==> src/rtl/idsv_pkg.sv <==
// ----------------------------------------------------------------------------
// Date string validator package
// Field widths, character codes, status codes and the month length table.
// ----------------------------------------------------------------------------
package idsv_pkg;

    // Payload widths.
    localparam int CHAR_W   = 8;
    localparam int STATUS_W = 3;
    localparam int YEAR_W   = 14;
    localparam int MONTH_W  = 7;
    localparam int DAY_W    = 7;
    localparam int POS_W    = 4;
    localparam int DIGIT_W  = 4;
    localparam int MLEN_W   = 5;

    typedef logic [STATUS_W-1:0] t_status;
    typedef logic [YEAR_W-1:0]   t_year;
    typedef logic [MONTH_W-1:0]  t_month;
    typedef logic [DAY_W-1:0]    t_day;
    typedef logic [POS_W-1:0]    t_pos;
    typedef logic [DIGIT_W-1:0]  t_digit;
    typedef logic [MLEN_W-1:0]   t_mlen;

    // Status codes; the error codes are listed in order of priority.
    localparam t_status ST_OK        = 3'd0;
    localparam t_status ST_BAD_LEN   = 3'd1;
    localparam t_status ST_HYPHEN    = 3'd2;
    localparam t_status ST_NON_DIGIT = 3'd3;
    localparam t_status ST_MONTH     = 3'd4;
    localparam t_status ST_DAY       = 3'd5;

    // Character codes.
    localparam logic [CHAR_W-1:0] CH_HYPHEN = 8'h2D;
    localparam logic [CHAR_W-1:0] CH_ZERO   = 8'h30;
    localparam logic [CHAR_W-1:0] CH_NINE   = 8'h39;

    // String layout: YYYY-MM-DD.
    localparam t_pos POS_HYPHEN_A = 4'd4;
    localparam t_pos POS_HYPHEN_B = 4'd7;
    localparam t_pos POS_CENT     = 4'd2;
    localparam t_pos POS_UNIT     = 4'd3;
    localparam t_pos POS_MONTH    = 4'd5;
    localparam t_pos DATE_LEN     = 4'd10;
    localparam t_pos POS_SAT      = 4'd11;

    localparam t_month MONTH_MAX = 7'd12;

    // Length of a month in days, given whether the year is a leap year.
    function automatic t_mlen month_len(input t_month month, input logic leap);
        t_mlen len;
        case (month)
            7'd4, 7'd6, 7'd9, 7'd11: begin
                len = 5'd30;
            end
            7'd2: begin
                len = leap ? 5'd29 : 5'd28;
            end
            default: begin
                len = 5'd31;
            end
        endcase
        return len;
    endfunction

endpackage

==> src/rtl/idsv_if.sv <==
// ----------------------------------------------------------------------------
// Date string validator channels
// Valid/ready channels for the character stream and for the results.
// ----------------------------------------------------------------------------

// Character channel: one byte of the string per item.
interface idsv_in_if;
    import idsv_pkg::*;

    logic              valid;
    logic              ready;
    logic [CHAR_W-1:0] character;
    logic              last_char;

    modport source (output valid, output character, output last_char, input ready);
    modport sink   (input valid, input character, input last_char, output ready);
endinterface

// Result channel: one item per string.
interface idsv_out_if;
    import idsv_pkg::*;

    logic                valid;
    logic                ready;
    logic [STATUS_W-1:0] status;
    logic [YEAR_W-1:0]   year_value;
    logic [MONTH_W-1:0]  month_value;
    logic [DAY_W-1:0]    day_value;

    modport source (output valid, output status, output year_value,
                    output month_value, output day_value, input ready);
    modport sink   (input valid, input status, input year_value,
                    input month_value, input day_value, output ready);
endinterface

==> src/rtl/iso_date_string_validator_core.sv <==
// ----------------------------------------------------------------------------
// Date string validator core
// Checks a YYYY-MM-DD string fed one character per item and reports the
// status and the parsed year, month and day.
// ----------------------------------------------------------------------------
// Usage:
// The string enters on i_in, one character per item, with last_char set on
// its final character. Every character is taken into an input register;
// from there, once the result slot is free, it updates the running position,
// error flags and accumulators. A character with last_char set also loads the
// result register, which drives o_out, and clears the running state for the
// next string. The result passes through the input register and then the
// result register on its way to o_out.
// Throughput: one character per cycle while o_out is taken.
// Reset clears the input and result valid flags and all running state.
// When the receiver stalls, the result holds on o_out and the input register
// keeps one more character; i_in.ready drops only when both are occupied.
// ----------------------------------------------------------------------------
module iso_date_string_validator_core (
    input  logic       i_clk,
    input  logic       i_rst_n,
    idsv_in_if.sink    i_in,
    idsv_out_if.source o_out
);
    import idsv_pkg::*;

    // Input register.
    logic              r_in_valid;
    logic [CHAR_W-1:0] r_in_char;
    logic              r_in_last;

    // Running state for the string in progress.
    t_pos       r_pos;
    logic       r_hyph_err;
    logic       r_dig_err;
    t_year      r_year;
    t_month     r_month;
    t_day       r_day;
    logic       r_low_zero;
    logic [1:0] r_cent;

    // Result register.
    logic    r_res_valid;
    t_status r_res_status;
    t_year   r_res_year;
    t_month  r_res_month;
    t_day    r_res_day;

    // Next values.
    t_pos       n_pos;
    logic       n_hyph_err;
    logic       n_dig_err;
    t_year      n_year;
    t_month     n_month;
    t_day       n_day;
    logic       n_low_zero;
    logic [1:0] n_cent;
    t_status    n_status;

    logic   w_move;
    logic   w_step;
    logic   w_is_digit;
    t_digit w_digit;
    logic   w_leap;

    // Handshake: the input register moves on when the result slot is free.
    assign w_move     = !r_res_valid || o_out.ready;
    assign w_step     = r_in_valid && w_move;
    assign i_in.ready = !r_in_valid || w_move;

    // Character decode.
    assign w_is_digit = (r_in_char >= CH_ZERO) && (r_in_char <= CH_NINE);
    assign w_digit    = r_in_char[DIGIT_W-1:0];

    // Position, flags and accumulators after the held character.
    always_comb begin
        n_pos      = (r_pos < POS_SAT) ? r_pos + 4'd1 : POS_SAT;
        n_hyph_err = r_hyph_err;
        n_dig_err  = r_dig_err;
        n_year     = r_year;
        n_month    = r_month;
        n_day      = r_day;
        n_low_zero = r_low_zero;
        n_cent     = r_cent;
        if (r_pos < DATE_LEN) begin
            if (r_pos == POS_HYPHEN_A || r_pos == POS_HYPHEN_B) begin
                if (r_in_char != CH_HYPHEN) begin
                    n_hyph_err = 1'b1;
                end
            end else if (!w_is_digit) begin
                n_dig_err = 1'b1;
            end else if (r_pos < POS_HYPHEN_A) begin
                n_year = (r_year << 3) + (r_year << 1) + YEAR_W'(w_digit);
                // Track the century digits and whether the last two are zero.
                if (r_pos == POS_CENT) begin
                    n_cent     = r_year[1:0];
                    n_low_zero = (w_digit == '0);
                end else if (r_pos == POS_UNIT) begin
                    n_low_zero = r_low_zero && (w_digit == '0);
                end
            end else if (r_pos < POS_HYPHEN_B) begin
                n_month = (r_month << 3) + (r_month << 1) + MONTH_W'(w_digit);
            end else begin
                n_day = (r_day << 3) + (r_day << 1) + DAY_W'(w_digit);
            end
        end
    end

    // Gregorian leap year; only consulted when all four year digits are valid.
    assign w_leap = n_low_zero ? (n_cent == 2'd0) : (n_year[1:0] == 2'd0);

    // Status in order of priority.
    always_comb begin
        if (n_pos != DATE_LEN) begin
            n_status = ST_BAD_LEN;
        end else if (n_hyph_err) begin
            n_status = ST_HYPHEN;
        end else if (n_dig_err) begin
            n_status = ST_NON_DIGIT;
        end else if (n_month == '0 || n_month > MONTH_MAX) begin
            n_status = ST_MONTH;
        end else if (n_day == '0 || n_day > DAY_W'(month_len(n_month, w_leap))) begin
            n_status = ST_DAY;
        end else begin
            n_status = ST_OK;
        end
    end

    // Input register.
    always_ff @(posedge i_clk) begin
        if (!i_rst_n) begin
            r_in_valid <= 1'b0;
        end else if (i_in.ready) begin
            r_in_valid <= i_in.valid;
        end
        if (i_in.valid && i_in.ready) begin
            r_in_char <= i_in.character;
            r_in_last <= i_in.last_char;
        end
    end

    // Running state; cleared after the last character of a string.
    always_ff @(posedge i_clk) begin
        if (!i_rst_n) begin
            r_pos      <= '0;
            r_hyph_err <= 1'b0;
            r_dig_err  <= 1'b0;
            r_year     <= '0;
            r_month    <= '0;
            r_day      <= '0;
            r_low_zero <= 1'b0;
            r_cent     <= '0;
        end else if (w_step) begin
            if (r_in_last) begin
                r_pos      <= '0;
                r_hyph_err <= 1'b0;
                r_dig_err  <= 1'b0;
                r_year     <= '0;
                r_month    <= '0;
                r_day      <= '0;
                r_low_zero <= 1'b0;
                r_cent     <= '0;
            end else begin
                r_pos      <= n_pos;
                r_hyph_err <= n_hyph_err;
                r_dig_err  <= n_dig_err;
                r_year     <= n_year;
                r_month    <= n_month;
                r_day      <= n_day;
                r_low_zero <= n_low_zero;
                r_cent     <= n_cent;
            end
        end
    end

    // Result register; values are zeroed for length, hyphen and digit errors.
    always_ff @(posedge i_clk) begin
        if (!i_rst_n) begin
            r_res_valid <= 1'b0;
        end else if (w_move) begin
            r_res_valid <= r_in_valid && r_in_last;
        end
        if (w_step && r_in_last) begin
            r_res_status <= n_status;
            if (n_status == ST_BAD_LEN || n_status == ST_HYPHEN
                    || n_status == ST_NON_DIGIT) begin
                r_res_year  <= '0;
                r_res_month <= '0;
                r_res_day   <= '0;
            end else begin
                r_res_year  <= n_year;
                r_res_month <= n_month;
                r_res_day   <= n_day;
            end
        end
    end

    assign o_out.valid       = r_res_valid;
    assign o_out.status      = r_res_status;
    assign o_out.year_value  = r_res_year;
    assign o_out.month_value = r_res_month;
    assign o_out.day_value   = r_res_day;

`ifndef SYNTHESIS
    // The last character of a string leaves the running state cleared.
    a_clear_after_last: assert property (@(posedge i_clk) disable iff (!i_rst_n)
        (w_step && r_in_last) |=> (r_pos == '0 && !r_hyph_err && !r_dig_err))
        else $error("running state not cleared after the last character");

    // The position never runs past its saturation value.
    a_pos_sat: assert property (@(posedge i_clk) disable iff (!i_rst_n)
        r_pos <= POS_SAT)
        else $error("position beyond saturation");

    // A format error reports zero values.
    a_zero_on_format_err: assert property (@(posedge i_clk) disable iff (!i_rst_n)
        (o_out.valid && (o_out.status == ST_BAD_LEN || o_out.status == ST_HYPHEN
            || o_out.status == ST_NON_DIGIT))
        |-> (o_out.year_value == '0 && o_out.month_value == '0
            && o_out.day_value == '0))
        else $error("nonzero values reported with a format error");

    // A passing date has a month and day in range.
    a_ok_in_range: assert property (@(posedge i_clk) disable iff (!i_rst_n)
        (o_out.valid && o_out.status == ST_OK)
        |-> (o_out.month_value != '0 && o_out.month_value <= MONTH_MAX
            && o_out.day_value != '0 && o_out.day_value <= DAY_W'(31)))
        else $error("passing date with month or day out of range");
`endif

endmodule
==> src/flat_wrapper.sv <==
// flat-port wrapper written by rule: the top's interface ports become plain ports
module iso_date_string_validator_core_flat import idsv_pkg::*;
  (i_clk, i_rst_n, i_in_valid, i_in_character, i_in_last_char, i_in_ready, o_out_valid, o_out_status, o_out_year_value, o_out_month_value, o_out_day_value, o_out_ready);
  idsv_in_if i_in_i ();
  idsv_out_if o_out_i ();
  input  logic i_clk;
  input  logic i_rst_n;
  input wire logic [$bits(i_in_i.valid)-1:0] i_in_valid;
  input wire logic [$bits(i_in_i.character)-1:0] i_in_character;
  input wire logic [$bits(i_in_i.last_char)-1:0] i_in_last_char;
  output wire logic [$bits(i_in_i.ready)-1:0] i_in_ready;
  output wire logic [$bits(o_out_i.valid)-1:0] o_out_valid;
  output wire logic [$bits(o_out_i.status)-1:0] o_out_status;
  output wire logic [$bits(o_out_i.year_value)-1:0] o_out_year_value;
  output wire logic [$bits(o_out_i.month_value)-1:0] o_out_month_value;
  output wire logic [$bits(o_out_i.day_value)-1:0] o_out_day_value;
  input wire logic [$bits(o_out_i.ready)-1:0] o_out_ready;
  assign i_in_i.valid = i_in_valid;
  assign i_in_i.character = i_in_character;
  assign i_in_i.last_char = i_in_last_char;
  assign i_in_ready = i_in_i.ready;
  assign o_out_valid = o_out_i.valid;
  assign o_out_status = o_out_i.status;
  assign o_out_year_value = o_out_i.year_value;
  assign o_out_month_value = o_out_i.month_value;
  assign o_out_day_value = o_out_i.day_value;
  assign o_out_i.ready = o_out_ready;
  iso_date_string_validator_core u_core (.i_clk(i_clk), .i_rst_n(i_rst_n), .i_in(i_in_i), .o_out(o_out_i));
endmodule
==> config.mk <==
export PLATFORM = sky130hd
export DESIGN_NAME = iso_date_string_validator_core_flat
export DESIGN_NICKNAME = d
export VERILOG_FILES = /design/src/rtl/idsv_pkg.sv /design/src/rtl/idsv_if.sv /design/src/rtl/iso_date_string_validator_core.sv /design/src/flat_wrapper.sv
export SDC_FILE = /design/constraint.sdc
export NUM_CORES = 1
export LEC_CHECK = 0
export BUFFER_PORTS_ARGS = -buffer_cell sky130_fd_sc_hd__buf_2
export CORE_AREA = 5 5 131 164
export CTS_BUF_LIST = sky130_fd_sc_hd__clkbuf_8
export DETAILED_ROUTE_END_ITERATION = 12
export DIE_AREA = 0 0 136 169
export PLACE_DENSITY = 0.43
export REMOVE_ABC_BUFFERS = 1
export SYNTH_ARGS = -nofsm -noshare
export SYNTH_HDL_FRONTEND = slang
export SYNTH_SLANG_ARGS = --single-unit
export TNS_END_PERCENT = 100
==> constraint.sdc <==
create_clock -name i_clk -period 3.6 [get_ports i_clk]
set_input_delay 0.18 -clock i_clk [delete_from_list [all_inputs] [get_ports i_clk]]
set_output_delay 0.18 -clock i_clk [all_outputs]
set_load 0.05 [all_outputs]
==> results of run 1 <==
state kept, by name, summed over array words and instances, names as in the netlist, 2 cells and up:
register,count
u_core.o_out.status,3
u_core.r_day,7
u_core.r_month,7
u_core.r_year,14
u_core.o_out.day_value,7
u_core.o_out.year_value,14
u_core.r_cent,2
u_core.r_in_char,8
u_core.r_pos,4
u_core.o_out.month_value,7
final timing paths:
path                       start  cells past startpoint  slack (ps)                      to
min reg2reg    u_core.r_low_zero                      2         490       u_core.r_low_zero
max reg2reg  u_core.r_in_char[3]                     16          60  u_core.o_out.status[2]
min            i_in_character[3]                      1          30     u_core.r_in_char[3]
max          u_core.r_in_char[3]                     16          60  u_core.o_out.status[2]
cell type report:
type	instances	share of cell area, %
Clock buffer	10	2.37
Clock inverter	6	0.539
Inverter	23	1.49
Multi-Input combinational cell	380	47.0
Sequential cell	79	34.2
Tap cell	270	5.83
Timing Repair Buffer	78	8.63
kinds of logic (layout without fill, tap and decap cells):
family	count (synthesis)	after routing	share of synthesized area [%]
muxes	6	6	1.26
buffers and inverters	47	117	4.26
DFF	79	79	40.9
AOI/OAI and AO/OA	137	137	18.7
xor gates and xnor gates	15	15	2.71
adders and majority gates	48	48	13.3
and+or+nand+nor	174	174	18.8
per-layer routing:
layer / wire length [um] / track usage (%) / up-vias
li1: - / - / 1976
met1: 6060 / 14.6 / 1916
met2: 6580 / 20.2 / 71
met3: 427 / 1.87 / 20
met4: 382 / 5.96 / 0
met5: 0 / 0 / -
cell usage in the layout, fill, tap and decap left out, types with 3 or more instances in the layout:
master / instances
nand2_1: 50
buf_2: 45
ha_1: 40
edfxtp_1: 40
a21oi_1: 39
dfxtp_1: 39
nor2_1: 34
nor2b_1: 31
buf_4: 26
inv_1: 23
a22oi_1: 20
o21ai_0: 17
clkbuf_8: 10
xor2_1: 8
a211oi_1: 8
nand3_1: 7
nor3_1: 7
xnor2_1: 6
a21o_1: 6
and2_1: 6
dlygate4sd3_1: 6
o21ai_1: 5
mux2i_1: 5
fa_1: 5
o21bai_1: 4
and3_1: 4
nor4_1: 4
o21a_1: 4
nand4_1: 4
o31ai_1: 3
a32oi_1: 3
o211ai_1: 3
or3_1: 3
a31oi_1: 3
or4_1: 3
o2111ai_1: 3
clkinv_2: 3
report_power, final:
| part | internal (mW) | total (mW) | switching [mW] |
|---|---|---|---|
| sequential | 0.955 | 0.962 | 0.00691 |
| combinational | 0.0409 | 0.131 | 0.0898 |
| clock | 0.263 | 0.622 | 0.359 |
critical path, cell delays in order (launching register included):
cell	delay [ps]
edfxtp_1	430
inv_2	80
fa_1	440
fa_2	360
nor2b_1	120
o21ai_1	90
a21o_1	170
and2_4	140
o31ai_4	230
and3_4	220
ha_4	190
nor2b_4	120
a2bb2oi_2	130
nand4b_1	90
o2111ai_1	110
a32oi_1	250
a21oi_1	100
what timing repair did:
action,CTS,global route
setup endpoints to repair,2,2
hold endpoints to repair,6,0
pin swaps,5,12
hold buffers,6,0
gates cloned,0,0
setup buffers,0,3
gates resized for setup,2,13
==> results.sh, run 1 <==
export IMPL_outcome="completed"
export IMPL_synth_common_cells="nand2_1 (50), ha_1 (42), a21oi_1 (40), edfxtp_1 (40), dfxtp_1 (39)"
export IMPL_grtUsageTotal_pct=11.9
export IMPL_drtIter0Drc=286
export IMPL_yosys_warnings=0
export IMPL_critPathMaxFanout=2
export IMPL_diodes=0
export IMPL_gp_congestion=0.824
export IMPL_multiInputGateArea_um2=2720
export IMPL_clock_skew_ps=16.7
export IMPL_fin_crit_sh_pct=98.4
export IMPL_dr_pass1_iters=4
export IMPL_cp_arrival_ps=3640
export IMPL_whs_ps=26.4
export IMPL_stdcell_area_um2=5800
export IMPL_p_total_mw=1.72
export IMPL_worstMarginPinSlew_ps=837
export IMPL_synth_edf_count=40
export IMPL_hp_class="in2reg"
export IMPL_grt_pass1_vias=4035
export IMPL_cts_max_path_buffers=2
export IMPL_fp_dieH_um=169
export IMPL_cts_tree="yes"
export IMPL_totalWireLength_um=13400
export IMPL_synth_cell_types=65
export IMPL_synth_avg_cell_area_um2=9.58
export IMPL_area_growth_pct=19.6
export IMPL_synth_async_reset_ratio_pct=0
export IMPL_finalSetupViolations=0
export IMPL_path_class="reg2reg"
export IMPL_syn_inst=506
export IMPL_relSlewSlack_pct=43.8
export IMPL_ctsRootBufferMaster="clkbuf_8"
export IMPL_setup_ws_ps=57.8
export IMPL_post_route_util_pct=29.3
export IMPL_maxSlewViolCount=0
export IMPL_grt_ovfl_total=0
export IMPL_p_per_area_nw_per_um2=296
export IMPL_grt_max_degree=42
export IMPL_synthFlopType="edfxtp_1"
export IMPL_cts_num_sinks=79
export IMPL_p_leak_nw=2.30
export IMPL_cts_buffers=9
export IMPL_h_tree_depth=3
export IMPL_clkLatencyLatePin_ps=370
export IMPL_regArea_um2=1980
export IMPL_pin_count=46
export IMPL_wl_per_cell_um=15.9
export IMPL_drive_above_1_share_pct=18.6
export IMPL_viasPerCell=4.71
export IMPL_startpoint_type="flip-flop"
export IMPL_placement_io_buffers=45
export IMPL_final_nets=632
export IMPL_ys_top_cells_by_area="edfxtp_1 (25%), dfxtp_1 (16%), ha_1 (11%)"
export IMPL_yosysTopAreaCell="edfxtp_1"
export IMPL_synth_top_area_share_pct=24.8
export IMPL_die_w_um=136
export IMPL_fmax_ghz=0.282
export IMPL_stdcell_count=846
export IMPL_core_region_area_um2=19800
export IMPL_antenna_found_initial=0
export IMPL_initial_core_util_pct=24.5
export IMPL_grt_pass1_wl_um=21500
export IMPL_ys_seq_area_share_pct=40.9
export IMPL_yosysMostFrequentCell="nand2_1"
export IMPL_ant_nets=0
export IMPL_die_area_um2=23000
export IMPL_clk_pin_slew_ps=90
export IMPL_critPathCaptureType="flip-flop"
export IMPL_drc=0
export IMPL_core_rowCount=58
export IMPL_hpwl_um=9490
export IMPL_worstPathRequired_ps=3700
export IMPL_ir_drop_mv=0.131
export IMPL_placedCellCount=821
export IMPL_maxCapViolCount=0
export IMPL_via_count=3983
export IMPL_setup_tns_ps=0
export IMPL_rsz0062_at_grt="true"
export IMPL_fillers=2088
export IMPL_yosys_register_bits=79
export IMPL_fin_crit_ps=3540
export IMPL_dpl_cell_area_um2=5480
export IMPL_syn_area_um2=4850
export IMPL_place_ws_ps=-137
export IMPL_finalHoldViolCount=0
No activity file was read; power rests on OpenSTA's default activity.
==> run 2, diff against run 1 <==
--- a/config.mk
+++ b/config.mk
@@ -11,6 +11,7 @@
 export DETAILED_ROUTE_END_ITERATION = 12
 export DIE_AREA = 0 0 136 169
 export PLACE_DENSITY = 0.43
+export RECOVER_POWER = 50
 export REMOVE_ABC_BUFFERS = 1
 export SYNTH_ARGS = -nofsm -noshare
 export SYNTH_HDL_FRONTEND = slang
==> run 2 against run 1 <==
Compared with the run above:
- the run now ends with capacitance limit, slew limit left
- clock skew about the same
- power down 0.26%
- critical path depth unchanged
- first-iteration DRC count unchanged
- flip-flop and latch count unchanged
- cell count unchanged
- combinational power about the same
- largest cell class unchanged
- largest power group unchanged
- highest routed layer unchanged
==> results.sh, run 2 (same netlist as run 1, synthesis figures left out) <==
export IMPL_fmax_ghz=0.282
export IMPL_diodes=0
export IMPL_violations="capacitance limit, slew limit"
export IMPL_placedCellCount=821
export IMPL_cts_tree="yes"
export IMPL_gp_congestion=0.824
export IMPL_rsz0062_at_grt="true"
export IMPL_worstHoldPathCells=1
export IMPL_drive_above_1_share_pct=12.0
export IMPL_maxSlewViolCount=42
export IMPL_initial_core_util_pct=24.5
export IMPL_finalSetupViolations=0
export IMPL_clock_skew_ps=16.4
export IMPL_dr_pass1_iters=4
export IMPL_outcome="finished with violations"
export IMPL_wl_per_cell_um=15.9
export IMPL_antenna_found_initial=0
export IMPL_critPathCaptureType="flip-flop"
export IMPL_hpwl_um=9490
export IMPL_ir_drop_mv=0.131
export IMPL_grtUsageTotal_pct=11.9
export IMPL_cts_buffers=9
export IMPL_multiInputGateArea_um2=2720
export IMPL_core_rowCount=58
export IMPL_pin_count=46
export IMPL_grt_ovfl_total=0
export IMPL_stdcell_count=846
export IMPL_whs_ps=71.9
export IMPL_grt_pass1_wl_um=21500
export IMPL_via_count=3985
export IMPL_grt_max_degree=42
export IMPL_core_region_area_um2=19800
export IMPL_drtIter0Drc=286
export IMPL_finalHoldViolCount=0
export IMPL_clkLatencyLatePin_ps=360
export IMPL_h_tree_depth=3
export IMPL_ant_nets=0
export IMPL_die_w_um=136
export IMPL_placement_io_buffers=45
export IMPL_fillers=2106
export IMPL_mostFrequentLayoutCells="nand2_1 (50), ha_1 (40), edfxtp_1 (40), a21oi_1 (39), dfxtp_1 (39)"
export IMPL_path_class="reg2reg"
export IMPL_fp_dieH_um=169
export IMPL_cp_arrival_ps=3640
export IMPL_area_growth_pct=18.6
export IMPL_ctsRootBufferMaster="clkbuf_8"
export IMPL_ff2ff_path_depth=16
export IMPL_p_total_mw=1.71
export IMPL_final_nets=632
export IMPL_die_area_um2=23000
export IMPL_p_per_area_nw_per_um2=297
export IMPL_critPathMaxFanout=2
export IMPL_worstPathRequired_ps=3700
export IMPL_viasPerCell=4.71
export IMPL_p_leak_nw=2.18
export IMPL_regArea_um2=1980
export IMPL_grt_pass1_vias=4035
export IMPL_final_common_cell="nand2_1"
export IMPL_maxCapViolCount=1
export IMPL_fin_crit_sh_pct=98.4
export IMPL_drc=0
export IMPL_cts_num_sinks=79
export IMPL_totalWireLength_um=13500
export IMPL_worstMarginPinSlew_ps=1840
export IMPL_relSlewSlack_pct=-22.4
export IMPL_cts_max_path_buffers=2
export IMPL_clk_pin_slew_ps=90
export IMPL_startpoint_type="flip-flop"
export IMPL_fin_crit_ps=3540
export IMPL_hp_class="in2reg"
run 2: changes by cell type in the layout (fill, tap and decap cells not counted):
cell and delta:
and2_1 -1, buf_2 -38, clkbuf_1 +38, and2_0 +1
run 2: path summary, 6_finish.rpt:
| path | start | to | slack [ps] |
|---|---|---|---|
| hold reg to reg | u_core.r_low_zero | u_core.r_low_zero | 490 |
| hold / removal | i_in_character[3] | u_core.r_in_char[3] | 70 |
| setup reg to reg | u_core.r_in_char[3] | u_core.o_out.status[2] | 60 |
| setup / recovery | u_core.r_in_char[3] | u_core.o_out.status[2] | 60 |
run 2: area by class of cell:
type                       count  share of cell area, %
clock buffer                  10                   2.39
clock inverter                 6                  0.544
inverter                      23                   1.50
multi-input combinational    380                   47.3
sequential                    79                   34.5
tap                          270                   5.87
timing repair buffer          78                   7.88
run 2: layer usage:
layer | GRT usage, % | up-vias | part of all wire (%)
li1 | - | 1975 | -
met1 | 14.6 | 1904 | 45
met2 | 20.2 | 90 | 49
met3 | 1.87 | 16 | 3.7
met4 | 5.96 | 0 | 2.5
met5 | 0 | - | 0
run 2: power by group:
group          total, mW  switching, mW  internal (mW)
logic              0.129         0.0901         0.0389
registers          0.962        0.00710          0.955
clock network      0.619          0.357          0.263
total               1.71          0.454           1.26
run 2: stage by stage:
step	area [um^2]	worst slack, ps	utilization (%)	setup TNS, ps
floorplan	4730	-61.4	-	-92.8
global route	5750	-94.7	29.0	-170
global placement	5480	-52.1	27.7	-96.4
CTS	5720	12.6	28.9	0
finish	5750	59.3	29.0	0
detailed placement	5480	-137	27.7	-263
run 2: worst max-delay path, stage by stage (launching register included):
cell,delay [ps]
edfxtp_1,430
inv_2,80
fa_1,440
fa_2,360
nor2b_1,120
o21ai_1,90
a21o_1,170
and2_4,140
o31ai_4,230
and3_4,220
ha_4,190
nor2b_4,120
a2bb2oi_2,130
nand4b_1,90
o2111ai_1,110
a32oi_1,250
a21oi_1,100
run 2: repair_timing:
item | CTS | global route
pin swaps | 5 | 12
resized for setup | 2 | 13
hold endpoints to repair | 6 | 0
buffers inserted | 0 | 3
hold buffers | 6 | 0
setup endpoints to repair | 2 | 2
